[config.mk]
export PLATFORM = sky130hd
export DESIGN_NAME = kvt_cell
export DESIGN_NICKNAME = d
export VERILOG_FILES = /design/src/sv/key_value_table_linear_unit_macros.svh /design/src/sv/kvt_pkg.sv /design/src/sv/kvt_cell.sv
export SDC_FILE = /design/constraint.sdc
export NUM_CORES = 1
export LEC_CHECK = 0
export BUFFER_PORTS_ARGS = -buffer_cell sky130_fd_sc_hd__buf_4
export CORE_MARGIN = 4
export CORE_UTILIZATION = 44
export CTS_BUF_LIST = sky130_fd_sc_hd__clkbuf_16
export DETAILED_ROUTE_END_ITERATION = 10
export GPL_ROUTABILITY_DRIVEN = 0
export HOLD_SLACK_MARGIN = 0.08
export MAX_ROUTING_LAYER = met4
export PLACE_DENSITY = 0.84
export SLEW_MARGIN = 25
export SYNTH_ARGS = -nofsm -noshare
export SYNTH_HDL_FRONTEND = slang
export SYNTH_SLANG_ARGS = --single-unit
[constraint.sdc]
create_clock -name clock -period 5.8 [get_ports clock]
set_input_delay 1.16 -clock clock [delete_from_list [all_inputs] [get_ports clock]]
set_output_delay 1.16 -clock clock [all_outputs]
set_load 0.01 [all_outputs]
[src/sv/key_value_table_linear_unit_macros.svh]
// ----------------------------------------------------------------------------
// key_value_table_linear_unit_macros
// Assertion macros for the key/value table.
// ----------------------------------------------------------------------------
`ifndef KEY_VALUE_TABLE_LINEAR_UNIT_MACROS_SVH
`define KEY_VALUE_TABLE_LINEAR_UNIT_MACROS_SVH

// Implication checked on every clock edge outside reset.
`define KVT_ASSERT_IMP(label, clk, rst, ante, cons, msg) \
   label: assert property (@(posedge clk) disable iff (rst) (ante) |-> (cons)) else $error(msg);

// Implication with the consequent in the next cycle.
`define KVT_ASSERT_NEXT(label, clk, rst, ante, cons, msg) \
   label: assert property (@(posedge clk) disable iff (rst) (ante) |=> (cons)) else $error(msg);

`endif

[src/sv/kvt_pkg.sv]
// ----------------------------------------------------------------------------
// kvt_pkg
// Types and constants shared by the linear key/value table.
// ----------------------------------------------------------------------------
package kvt_pkg;

   localparam int DEFAULT_ENTRIES = 128;
   localparam int KEY_W           = 32;
   localparam int VALUE_W         = 63;
   localparam int COUNT_OUT_W     = 8;

   localparam logic [1:0] OP_ADD    = 2'd0;
   localparam logic [1:0] OP_GET    = 2'd1;
   localparam logic [1:0] OP_REMOVE = 2'd2;
   localparam logic [1:0] OP_NONE   = 2'd3;

   localparam logic [1:0] ST_OK      = 2'd0;
   localparam logic [1:0] ST_FULL    = 2'd1;
   localparam logic [1:0] ST_MISSING = 2'd2;

   typedef struct packed {
      logic [1:0]         opcode;
      logic signed [31:0] key;
      logic [62:0]        value;
   } req_type;

   typedef struct packed {
      logic        found;
      logic [62:0] read_value;
      logic [1:0]  status;
      logic [7:0]  entry_count;
   } rsp_type;

   // Control from the sequencer to each cell.
   typedef struct packed {
      logic shift;   // rotate contents one cell toward cell 0
      logic load;    // cell count, just past the ring, takes the incoming pair
   } cell_ctl_type;

endpackage

[src/sv/kvt_cell.sv]
// ----------------------------------------------------------------------------
// kvt_cell
// One slot of the rotating key/value ring.
// ----------------------------------------------------------------------------
module kvt_cell
   import kvt_pkg::*;
(
   input  logic                clock,
   input  cell_ctl_type        ctl,
   input  logic [KEY_W-1:0]    key_prev,
   input  logic [VALUE_W-1:0]  value_prev,
   output logic [KEY_W-1:0]    key_out,
   output logic [VALUE_W-1:0]  value_out
);

   logic [KEY_W-1:0]   key_ff;
   logic [KEY_W-1:0]   key_in;
   logic [VALUE_W-1:0] value_ff;
   logic [VALUE_W-1:0] value_in;

   always_comb begin
      key_in   = key_ff;
      value_in = value_ff;
      if (ctl.shift || ctl.load) begin
         key_in   = key_prev;
         value_in = value_prev;
      end
   end

   always_ff @(posedge clock) begin
      key_ff   <= key_in;
      value_ff <= value_in;
   end

   assign key_out   = key_ff;
   assign value_out = value_ff;

endmodule

==> impl_metrics.ini <==
[run_status]
run_status = finished clean

[die]
ios = 193
fp.dieArea_sq_um = 7852
floorplan.initialDensity_pct = 45.28
die_height_um = 88.61
fp.coreArea_sq_um = 6314
chipWidth_um = 88.61
floorplan.rows = 29

[global_routing]
global_route_wire_length_before_repair_um = 9515
grt.met2_usage_pct = 28.14
first_global_vias = 1843
globalRouteOverflowTotal = 0
antenna_found_initial = 0
gr-usage-all-layers_pct = 17.85
most_used_routing_layer_in_global_routing = met2
global_route.usage.met1_pct = 19.99
grt_util_met3_pct = 8.194
grt_max_degree = 56

[cells_and_area]
layout_stage_area_growth_over_the_synthesis_result_pct = 66.17
top_library_cells_by_usage_in_the_layout_fill_and_taps_aside = buf_4, edfxtp_1, clkbuf_16
finalCoreUtilization_pct = 75.25
layout-drive-gt1-share_pct = 68.32
post-route-cell-area_sq_um = 4751
layout.nets = 398
antenna_cells_inserted = 0
final.fill_count = 388
final_common_cell = buf_4

[logic_synthesis]
mappedNetlistNets = 194
top_cell_type_by_total_area_after_synthesis = edfxtp_1
yosys_warnings = 0
synth_top_area_share_pct = 99.78
synth.cell_area_sq_um = 2859
ys_seq_elements = 95
netlist-cell-type-count = 2
seq_area_frac_synth_pct = 99.78
top_cells_by_area_synth = edfxtp_1, or2_1
avgSynthCellArea_sq_um = 29.78
synthCells = 96

[timing]
setup_tns_ps = 0
hold_slack_ps = 1005
timing_hold_violations_final = 0
clock.fmax_mhz = 484.3
max-slew-margin-rel_pct = 62.89
rsz0062_at_grt = no
slew_viol_final = 0
timing.final.crit_period_ps = 2065
setup_viol = 0
final.setup.worst_slack_ps = 3735
max_slew.worst_pin.slew_ps = 556.6
layout_worst_path_cycle_share_pct = 35.60

[setup_path]
timing.critical_path.fanout_max = 55
critPathMaxStageDelay_ps = 470
setup_crit_end_kind = register
launch_point_of_the_worst_path = ctl[0]
worst_ep_arrival_time_ps = 2070
critical_path.startpoint_type = input port
worstPathCellList = buf_4, or2_4, buf_16
worstPathRequired_ps = 5800
path_class = input port to register
crit_path_top_delay_cell = or2_4

[cts]
cts-root-to-sink-buffers = 2
cts_buffer_count = 9
hold_buffers = 0
clock_sink_count = 95
post_cts_setup_repair_buffer_count = 0
tritoncts = built
cts-root-buf = clkbuf_16
path_clk_slew_ps = 60
h-tree-depth = 3
post_cts_resized = 0

[pwr]
areal_power_density_over_the_cells_nw_per_um2 = 351.3
ir_drop_mv = 0.2656
power.static_leakage_uw = 0.002066

[detailed_routing]
wl_um = 6894
route.detailed.wl_per_inst_um = 18.14
avgViaCountPerCell = 4.576
detailedRoute.firstIterationViolations = 65
route.detailed.drc = 0
via_count = 1739
drt_pass1_iterations = 4
drtAntennaViolNets = 0

[placed_design]
portBuffers = 192
postPlaceCellArea_sq_um = 4427
pre_cts_ws_ps = 3379

[min_path]
min_from = value_prev[47]
min-delay-path-class = input port to register

[job]
max_cap_viol_count = 0
[logic make-up (layout without fill, tap and decap cells)]
kind of cell | count (synthesis) | after routing | share of synthesized area (%)
flops | 95 | 95 | 99.78
buf+inv | 0 | 207 | 0
simple gates | 1 | 1 | 0.2190
[power breakdown]
part	internal, uW	switching [uW]
Combinational	114	80.2
Sequential	825	17.9
Clock	414	218
[path summary, 6_finish.rpt]
check / end / slack, ps / depth (start not counted)
min: value_out[47]$_DFFE_PP_ / 1000 / 1
max: value_out[33]$_DFFE_PP_ / 3740 / 3
[layout make-up]
type | count | area, sq um | area share, %
Multi-Input combinational cell | 1 | 8.758 | 0.1844
Timing Repair Buffer | 193 | 1469 | 30.92
Sequential cell | 95 | 2853 | 60.05
Clock buffer | 9 | 225.2 | 4.741
Tap cell | 77 | 96.34 | 2.028
Clock inverter | 5 | 98.84 | 2.081
[per-layer routing]
layer  share of wire (%)  up-vias
met5                   0        -
met4                 1.6        0
met3                  14        8
met2                  52      117
met1                  33      817
li1                    -      797
[critical path: cells and delay by family]
family | cells | cell delay [ps]
and+or+nand+nor | 1 | 470
buffers and inverters | 2 | 410
[synthesized netlist by cell type]
master and n:
edfxtp_1 95, or2_1 1
[through the flow]
| step | instances | total power, uW |
|---|---|---|
| after global placement | 365 | 1043 |
| after floorplan | 96 | 902.2 |
| final | 380 | 1669 |
| after global routing | 380 | 1737 |
| after detailed placement | 366 | 1055 |
| after CTS | 380 | 1687 |
[flip-flops by register name (all words and copies together), names as in the netlist]
register   cells
key_out       32
value_out     63
No activity file was read; power rests on OpenSTA's default activity.
