===== config.mk =====
export PLATFORM = sky130hd
export DESIGN_NAME = kvt_ctrl
export DESIGN_NICKNAME = d
export VERILOG_FILES = /design/src/sv/key_value_table_linear_unit_macros.svh /design/src/sv/kvt_pkg.sv /design/src/sv/kvt_ctrl.sv
export SDC_FILE = /design/constraint.sdc
export NUM_CORES = 1
export LEC_CHECK = 0
export ABC_AREA = 1
export BUFFER_PORTS_ARGS = -buffer_cell sky130_fd_sc_hd__buf_4
export CORE_MARGIN = 2
export CORE_UTILIZATION = 59
export CTS_CLUSTER_DIAMETER = 100
export DETAILED_ROUTE_END_ITERATION = 12
export PLACE_DENSITY = 0.93
export REMOVE_ABC_BUFFERS = 1
export SLEW_MARGIN = 5
export SYNTH_ARGS = -nofsm -noshare
export SYNTH_HDL_FRONTEND = slang
export SYNTH_SLANG_ARGS = --single-unit

===== constraint.sdc =====
create_clock -name clock -period 21 [get_ports clock]
set_input_delay 2.1 -clock clock [delete_from_list [all_inputs] [get_ports clock]]
set_output_delay 2.1 -clock clock [all_outputs]
set_load 0.005 [all_outputs]

===== src/sv/key_value_table_linear_unit_macros.svh =====
// ----------------------------------------------------------------------------
// key_value_table_linear_unit_macros
// Assertion macros for the key/value table.
// ----------------------------------------------------------------------------
`ifndef KEY_VALUE_TABLE_LINEAR_UNIT_MACROS_SVH
`define KEY_VALUE_TABLE_LINEAR_UNIT_MACROS_SVH

// Implication checked on every clock edge outside reset.
`define KVT_ASSERT_IMP(label, clk, rst, ante, cons, msg) \
   label: assert property (@(posedge clk) disable iff (rst) (ante) |-> (cons)) else $error(msg);

// Implication with the consequent in the next cycle.
`define KVT_ASSERT_NEXT(label, clk, rst, ante, cons, msg) \
   label: assert property (@(posedge clk) disable iff (rst) (ante) |=> (cons)) else $error(msg);

`endif


===== src/sv/kvt_pkg.sv =====
// ----------------------------------------------------------------------------
// kvt_pkg
// Types and constants shared by the linear key/value table.
// ----------------------------------------------------------------------------
package kvt_pkg;

   localparam int DEFAULT_ENTRIES = 128;
   localparam int KEY_W           = 32;
   localparam int VALUE_W         = 63;
   localparam int COUNT_OUT_W     = 8;

   localparam logic [1:0] OP_ADD    = 2'd0;
   localparam logic [1:0] OP_GET    = 2'd1;
   localparam logic [1:0] OP_REMOVE = 2'd2;
   localparam logic [1:0] OP_NONE   = 2'd3;

   localparam logic [1:0] ST_OK      = 2'd0;
   localparam logic [1:0] ST_FULL    = 2'd1;
   localparam logic [1:0] ST_MISSING = 2'd2;

   typedef struct packed {
      logic [1:0]         opcode;
      logic signed [31:0] key;
      logic [62:0]        value;
   } req_type;

   typedef struct packed {
      logic        found;
      logic [62:0] read_value;
      logic [1:0]  status;
      logic [7:0]  entry_count;
   } rsp_type;

   // Control from the sequencer to each cell.
   typedef struct packed {
      logic shift;   // rotate contents one cell toward cell 0
      logic load;    // cell count, just past the ring, takes the incoming pair
   } cell_ctl_type;

endpackage


===== src/sv/kvt_ctrl.sv =====
// ----------------------------------------------------------------------------
// kvt_ctrl
// Sequencer: rotates the ring past cell 0 to scan or remove; loads on add.
// ----------------------------------------------------------------------------
module kvt_ctrl
   import kvt_pkg::*;
#(
   parameter int ENTRIES = DEFAULT_ENTRIES,
   parameter int CNT_W   = $clog2(ENTRIES + 1)
)(
   input  logic               clock,
   input  logic               reset,
   input  logic               req_valid,
   output logic               req_ready,
   input  req_type            req_data,
   output logic               rsp_valid,
   input  logic               rsp_ready,
   output rsp_type            rsp_data,
   input  logic [KEY_W-1:0]   head_key,
   input  logic [VALUE_W-1:0] head_value,
   output cell_ctl_type       ctl,
   output logic               feed_sel,
   output logic [KEY_W-1:0]   feed_key,
   output logic [VALUE_W-1:0] feed_value,
   output logic [CNT_W-1:0]   count_out
);
   // Ring holds count entries in cells 0..count-1 (logical order rotates).
   // A full rotation of count steps restores position. Scan: rotate count
   // times, watching cell 0; the first match is the lowest logical slot.
   // Remove: on rotation, drop the matched entry and re-insert the last at
   // its place. Implemented as: rotate ring of length count; when the head
   // is the match, replace it by the final entry, which is moved later.
   // Simpler equivalent used here: remove = ring rotation with the matched
   // entry overwritten by the saved last entry when the matched one passes.

   localparam logic [1:0] S_IDLE = 2'd0;
   localparam logic [1:0] S_SCAN = 2'd1;
   localparam logic [1:0] S_FIX  = 2'd2;
   localparam logic [1:0] S_RSP  = 2'd3;

   logic [1:0]         state_ff, state_in;
   logic [CNT_W-1:0]   count_ff, count_in;
   logic [CNT_W-1:0]   step_ff, step_in;
   logic [CNT_W-1:0]   hit_ff, hit_in;
   logic               hitv_ff, hitv_in;
   req_type            req_ff, req_in;
   rsp_type            rsp_ff, rsp_in;
   logic [VALUE_W-1:0] hval_ff, hval_in;
   logic [KEY_W-1:0]   lkey_ff, lkey_in;
   logic [VALUE_W-1:0] lval_ff, lval_in;
   logic [CNT_W-1:0]   last_idx;

   assign last_idx  = count_ff - CNT_W'(1);
   assign req_ready = (state_ff == S_IDLE);
   assign rsp_valid = (state_ff == S_RSP);
   assign rsp_data  = rsp_ff;
   assign count_out = count_ff;

   always_comb begin
      state_in = state_ff;
      count_in = count_ff;
      step_in  = step_ff;
      hit_in   = hit_ff;
      hitv_in  = hitv_ff;
      req_in   = req_ff;
      rsp_in   = rsp_ff;
      hval_in  = hval_ff;
      lkey_in  = lkey_ff;
      lval_in  = lval_ff;
      ctl      = '0;
      feed_sel = 1'b0;
      feed_key   = head_key;
      feed_value = head_value;
      case (state_ff)
         S_IDLE: begin
            if (req_valid) begin
               req_in  = req_data;
               step_in = '0;
               hitv_in = 1'b0;
               rsp_in  = '0;
               if (req_data.opcode == OP_ADD) begin
                  if (count_ff >= CNT_W'(ENTRIES)) begin
                     rsp_in.status = ST_FULL;
                  end else begin
                     ctl.load   = 1'b1;
                     feed_sel   = 1'b1;
                     feed_key   = req_data.key;
                     feed_value = req_data.value;
                     count_in   = count_ff + CNT_W'(1);
                  end
                  rsp_in.entry_count = COUNT_OUT_W'(count_in);
                  state_in = S_RSP;
               end else if ((req_data.opcode inside {OP_GET, OP_REMOVE})
                            && count_ff != '0) begin
                  state_in = S_SCAN;
               end else begin
                  if (req_data.opcode != OP_NONE) rsp_in.status = ST_MISSING;
                  rsp_in.entry_count = COUNT_OUT_W'(count_ff);
                  state_in = S_RSP;
               end
            end
         end
         S_SCAN: begin
            // Head holds logical slot step; one full turn of count steps.
            if (!hitv_ff && head_key == req_ff.key) begin
               hitv_in = 1'b1;
               hit_in  = step_ff;
               hval_in = head_value;
            end
            if (step_ff == last_idx) begin
               lkey_in = head_key;
               lval_in = head_value;
            end
            ctl.shift = 1'b1;
            step_in   = step_ff + CNT_W'(1);
            if (step_ff == last_idx) begin
               step_in = '0;
               state_in = (req_ff.opcode == OP_REMOVE && hitv_in) ? S_FIX : S_RSP;
               rsp_in.found = hitv_in;
               rsp_in.status = hitv_in ? ST_OK : ST_MISSING;
               rsp_in.read_value = (req_ff.opcode == OP_GET && hitv_in) ? hval_in : '0;
               rsp_in.entry_count = COUNT_OUT_W'(count_ff);
            end
         end
         S_FIX: begin
            // Second turn: overwrite hit slot with last; the final shift puts
            // the last pair in the tail cell, which then leaves the ring.
            ctl.shift = 1'b1;
            if (step_ff == hit_ff) begin
               feed_sel   = 1'b1;
               feed_key   = lkey_ff;
               feed_value = lval_ff;
            end
            step_in = step_ff + CNT_W'(1);
            if (step_ff == last_idx) begin
               count_in  = last_idx;
               rsp_in.entry_count = COUNT_OUT_W'(last_idx);
               state_in  = S_RSP;
            end
         end
         S_RSP: begin
            if (rsp_ready) state_in = S_IDLE;
         end
         default: state_in = S_IDLE;
      endcase
   end

   always_ff @(posedge clock) begin
      if (reset) begin
         state_ff <= S_IDLE;
         count_ff <= '0;
         hitv_ff  <= 1'b0;
      end else begin
         state_ff <= state_in;
         count_ff <= count_in;
         hitv_ff  <= hitv_in;
      end
      step_ff <= step_in;
      hit_ff  <= hit_in;
      req_ff  <= req_in;
      rsp_ff  <= rsp_in;
      hval_ff <= hval_in;
      lkey_ff <= lkey_in;
      lval_ff <= lval_in;
   end

endmodule


==> results of run 1 <==
-- synthesized netlist by cell type (all sizes together) --
master,instances,area share (%)
edfxtp,282,55
inv,268,6.5
o21ai,268,8.7
nand2,262,6.4
nor2,211,5.4
a21oi,123,4.0
o22ai,97,3.9
clkbuf,58,1.4
buf,47,1.9
nand3,39,1.4
xnor2,34,1.9
dfxtp,11,1.4
ha,10,0.81
xor2,8,0.45
nand4,7,0.28
nor3,5,0.16
a32oi,4,0.23
or2,4,0.16
a2bb2oi,1,0.056
a311oi,1,0.056
a31oi,1,0.040
clkinv,1,0.024
nand3b,1,0.048
o211ai,1,0.048
o21a,1,0.048
-- area by class of cell --
cell class                      instances  area, sq um
Tap cell                              335          419
Timing Repair Buffer                  389         2920
Multi-Input combinational cell       1078         5350
Clock inverter                         15          130
Inverter                              269         1010
Fill cell                            1800         6670
Antenna cell                            1         2.50
Clock buffer                           35          791
Sequential cell                       293         8690
-- where the power goes --
part / switching [mW] / total, mW / internal (mW)
sequential: 0.0650 / 0.879 / 0.814
clock: 0.221 / 0.512 / 0.291
combinational: 0.585 / 0.995 / 0.410
-- worst register-to-register path, delay by kind of cell (launching register included) --
family        cells  cell delay [ns]
simple gates      6             1.47
flops             1             0.62
xor+xnor          1             0.16
buf+inv           2             0.94
fa+ha+maj         1             0.42
-- worst paths after layout --
check / end / depth (start not counted) / start
worst max register to register: lval_ff[43]$_DFFE_PP_ / 10 / count_out[0]$_SDFFE_PP0P_
worst max-delay path: feed_value[18] / 13 / req_data[95]
worst min register to register: hitv_ff$_SDFFE_PP0P_ / 2 / hitv_ff$_SDFFE_PP0P_
worst min-delay path: hitv_ff$_SDFFE_PP0P_ / 2 / hitv_ff$_SDFFE_PP0P_
-- kinds of logic after synthesis --
| kind of cell | count (synthesis) |
|---|---|
| AOI/OAI and AO/OA | 497 |
| DFF | 293 |
| buffers and inverters | 374 |
| xor gates and xnor gates | 42 |
| and+or+nand+nor | 529 |
| adders and majority gates | 10 |
-- stage by stage --
step / cell area [sq um] / setup WS, ns / hold slack (ns)
after floorplan: 15000 / 12.35 / 0.439
after global routing: 19300 / 12.81 / 0.496
after CTS: 19300 / 13.13 / 0.470
final: 19300 / 13.04 / 0.468
after detailed placement: 18400 / 13.13 / 0.462
after global placement: 18400 / 13.29 / 0.454
-- per-layer routing --
metal  share of wire, %  vias up  global-route usage [%]
met2                 49      844                    53.5
met4                5.3        0                    14.2
li1                   -     6515                       -
met5                  0        -                       0
met1                 37     6463                    40.2
met3                8.8      167                    5.20
-- flip-flops by register name, indices dropped and copies added (netlist names) --
register	count
state_ff	2
count_out	8
hit_ff	8
step_ff	8
lval_ff	63
hval_ff	63
hitv_ff	1
lkey_ff	32
rsp_data	74
req_ff	34
==> key figures, run 1 <==
Timing
  – Tmin final: 7.96 ns
  – Actual slew at the worst max-slew pin: approximately 1.2 ns
  – Setup TNS: 0 ns
  – RSZ-0062 raised after global routing: false
  – Slew Limit Fails: 0
  – Worst Skew: 0.0133 ns
  – Fmax: 0.126 GHz
  – Count of final setup violators: 0
  – Final hold violations: 0
  – Final period utilization: about 38%
  – Rel. slew slack: 20.1%

Cells and area
  – Commonest non-fill, non-tap cell in the layout: buf_4
  – Most frequent cells in the layout: 389 x buf_4, 282 x edfxtp_1, 260 x inv_1, 260 x nand2_1, 234 x o21ai_0
  – Share of cells above drive strength 1: 22.5%
  – Non-filler cells, final: 2,415
  – Final design utilization: 74.3%
  – Nets: 2,268
  – Synth-to-layout area growth: 24.4%

Power
  – PwrDens: 124 nW/um^2
  – Overall power: 2.39 mW
  – P_leak: 8.66 nW
  – Worst vdd rail ir drop: between 150 and 200 uV

Critical path
  – Critical Path AT: between 5 and 6 ns
  – Crit-path most repeated cell: buf_4
  – Crit start category: input pin
  – R2r setup slk: 16.94 ns
  – Slowest cell on crit path: clkinv_2
  – Worst Setup End Kind: output port
  – Crit path required time: 18.90 ns
  – Top delay family on crit path: buffers and inverters
  – Maximum fanout along the worst path: 96
  – Worst Setup Path Type: in -> out
  – CP Cell Sequence: buf_4 > inv_1 > ha_1 > nand2_1 > nor2_4 > buf_4 > clkinv_2 > buf_4 > nor2_1 > o22ai_1 > o21ai_0 > nand2_1 > buf_4
  – Worst path bufs/invs: 6
  – Max incr delay on CP: 0.86 ns

Clocking
  – CTS Sinks: 293
  – Hold Buf Count CTS: 0
  – TritonCTS Buffers: 31
  – CTS tree: done
  – Maximum clock path buffer count: 3
  – Cell chosen for the clock root: clkbuf_16
  – # resized after CTS: 0
  – Clock transition at the registers of the reported paths: 0.05 ns
  – H-tree depth: 1
  – Worst skew pair latency: 0.56 ns
  – Postcts setup bufs: 0

Synthesis
  – Post-synthesis mux area share: 0%
  – Syn_area_per_cell: 8.90 sq um
  – Post-synthesis xor/xnor area fraction: 2.37%
  – Sequential share of the synthesized area: between 50% and 60%
  – Synth Area in Adders: 0.806%
  – Warnings from Yosys: 0
  – Yosys cell types: 39
  – Flops & latches, synth: about 290
  – Mapped cell area: 15,500 sq um
  – Post-Synthesis Cells: 1,745
  – Synth Area in Compound Gates: 17.2%
  – Largest family of logic cells by synthesized area: compound AO/OA/AOI/OAI gates
  – Simple-gate share of the synthesized area: between 10 and 15%

Global route
  – Largest net degree at the start of global routing: 125
  – GRT overflow: 0
  – First-pass GRT wire length: between 70 and 80 mm
  – Initial antenna violation count: 1
  – Number of global-route vias before repair: 13,021
  – Total Routing Usage GR: 31.6%

Die
  – Die W: 166 um
  – FP Rows: between 50 and 60
  – Placeable Area: between 20,000 and 30,000 sq um
  – Die height: 166 um
  – Die area: 27,600 sq um
  – I/O pin cnt: 378
  – Initial Util: around three fifths

Placement
  – # port buffers: about 380
  – RePlAce Congestion: between 0.9 and 1
  – DP HPWL: 30.2 mm
  – Post-Place Cells: 2,364

Drt
  – Drt total wl: between 40 and 50 mm
  – # DRC: 0
  – Post-DR vias/cell: 5.79
  – 1st-pass router iterations: 5
  – Via count: roughly 14,000
  – DRT antenna net count: 0
  – Routed WL per cell: 18.9 um
  – Initial DRC Count: roughly 1,700

Run status
  – Run status: completed

Job
  – Max-Cap Viols: 0

Hold path
  – Worst hold path class: reg -> reg
No activity file was read; power rests on OpenSTA's default activity.
==> run 2: changes to the inputs <==
CORE_UTILIZATION = 49   (was 59)
PLACE_DENSITY = 0.83   (was 0.93)
clock period = 6.6 ns   (was 21 ns; I/O delays follow)
==> run 2 against run 1 <==
  * Wire length down 2.4%
  * Global-route usage is 5.9 points lower
  * Critical path type is now reg -> out
  * Highest routed layer unchanged
  * First-iteration DRC count shrank 21%
  * Critical endpoint is now feed_value[12]
==> key figures, run 2 (synthesis results as in run 1) <==
Timing
  – Worst Skew: 0.0113 ns
  – Count of final setup violators: 0
  – Final hold violations: 0
  – Rel. slew slack: 23.4%
  – Slew Limit Fails: 0
  – RSZ-0062 raised after global routing: false
  – Actual slew at the worst max-slew pin: approximately 1.1 ns
  – Setup TNS: 0 ns
  – Tmin final: 4.65 ns
  – Final period utilization: 70.4%
  – Fmax: 0.215 GHz
  – Setup WS post-layout: 1.95 ns

Global route
  – Initial antenna violation count: 0
  – Met3 usage: 3.67%
  – Layer with the highest usage: met2
  – First-pass GRT wire length: 68.2 mm
  – Met1 usage: 33.4%
  – Number of global-route vias before repair: 12,869
  – GRT overflow: 0
  – Total Routing Usage GR: between 20% and 30%
  – Largest net degree at the start of global routing: 192
  – Met2 Use GR: roughly 44%

Drt
  – Via count: 13,821
  – 1st-pass router iterations: 6
  – Drt total wl: 44.5 mm
  – # DRC: 0
  – Post-DR vias/cell: roughly 5.6
  – DRT antenna net count: 0
  – Initial DRC Count: 1,359
  – Routed WL per cell: 17.9 um

Hold path
  – Worst Hold Depth: 1
  – Worst hold path class: in -> reg

Clocking
  – Maximum clock path buffer count: 3
  – TritonCTS Buffers: 30
  – Worst skew pair latency: 0.56 ns
  – Cell chosen for the clock root: clkbuf_16
  – H-tree depth: 1
  – CTS Sinks: 293
  – # resized after CTS: 0
  – Clock transition at the registers of the reported paths: around 0.060 ns
  – Hold Buf Count CTS: 0
  – CTS tree: done
  – Postcts setup bufs: 0

Job
  – Max-Cap Viols: 0

Power
  – Worst vdd rail ir drop: 454 uV
  – P_leak: 8.69 nW
  – PwrDens: 391 nW/um^2

Cells and area
  – Share of cells above drive strength 1: 22.6%
  – Synth-to-layout area growth: 25.4%
  – Commonest non-fill, non-tap cell in the layout: buf_4
  – Nets: roughly 2,300
  – Ant diodes: 0
  – Fill count: about 2,600
  – Most frequent cells in the layout: 388 x buf_4, 282 x edfxtp_1, 260 x nand2_1
  – Max reg flops: 74

Placement
  – DP HPWL: 30.5 mm
  – Dpl ws: about 2.6 ns
  – RePlAce Congestion: 0.917
  – # port buffers: around 380

Critical path
  – Crit start category: flop
  – FF-to-FF path depth: 12
  – Crit path required time: around 5.9 ns
  – Worst Setup End Kind: output port
  – Maximum fanout along the worst path: 70
  – Critical Path AT: 3.99 ns
  – Worst Setup Path Type: reg -> out

Die
  – Placeable Area: 31,400 sq um
  – FP Rows: 65
  – Die area: 33,100 sq um
  – Die W: around 180 um
  – Die height: approximately 180 um
  – I/O pin cnt: 378
  – Initial Util: 49.5%

Run status
  – Run status: completed
## run 2: changes by cell type in the layout (fill, tap and decap cells not counted)
cell,change
inv_1,-1
clkinv_1,-4
inv_6,+2
buf_12,+1
clkbuf_8,+2
clkbuf_16,-1
bufinv_16,+1
diode_2,-1
buf_4,-1
clkinv_8,+1
inv_8,-1
clkinvlp_4,-1
clkbuf_1,+6
## run 2: final timing paths
kind                                  start                    end  slack, ns
setup / recovery   state_ff[0]$_SDFFE_PP0P_         feed_value[12]       1.95
hold / removal                 req_data[80]   req_ff[80]$_DFFE_PP_       0.29
setup reg to reg  count_out[0]$_SDFFE_PP0P_  lval_ff[53]$_DFFE_PP_       2.97
hold reg to reg        hitv_ff$_SDFFE_PP0P_   hitv_ff$_SDFFE_PP0P_       0.47
## run 2: area by class of cell
cell class	instances	area (sq um)	area share, %
Clock buffer	42	816	4.19
Clock inverter	12	156	0.804
Inverter	269	1010	5.21
Multi-Input combinational cell	1078	5350	27.5
Sequential cell	293	8690	44.6
Tap cell	402	503	2.58
Timing Repair Buffer	389	2930	15.1
## run 2: per-stage QoR
step           utilization (%)  cells  hold WS [ns]  power [mW]  area [sq um]
6_report                  62.0   2485         0.291        7.61         19500
5_1_grt                   62.0   2485         0.279        8.05         19500
4_1_cts                   62.0   2485         0.264        7.62         19500
3_5_place_dp              58.9   2431         0.466        5.93         18500
3_3_place_gp              58.9   2431         0.458        5.84         18500
2_1_floorplan                -   1640         0.439        4.45         15000
## run 2: where the power goes
part / switching [mW] / internal, mW
Sequential: 0.197 / 2.59
Combinational: 1.84 / 1.30
Clock: 0.700 / 0.981
Total: 2.74 / 4.87
## run 2: metal layers
metal / wire, um / part of all wire [%]
met1: 17700 / 40
met2: 21300 / 48
met3: 3570 / 8.0
met4: 1850 / 4.2
met5: 0 / 0
## run 2: critical path: stages (launching register included)
cell,delay [ns]
dfxtp_1,0.36
inv_1,0.15
ha_1,0.62
clkinv_2,1.08
buf_4,0.63
a21oi_1,0.19
o21ai_0,0.13
nand2_1,0.10
buf_4,0.10
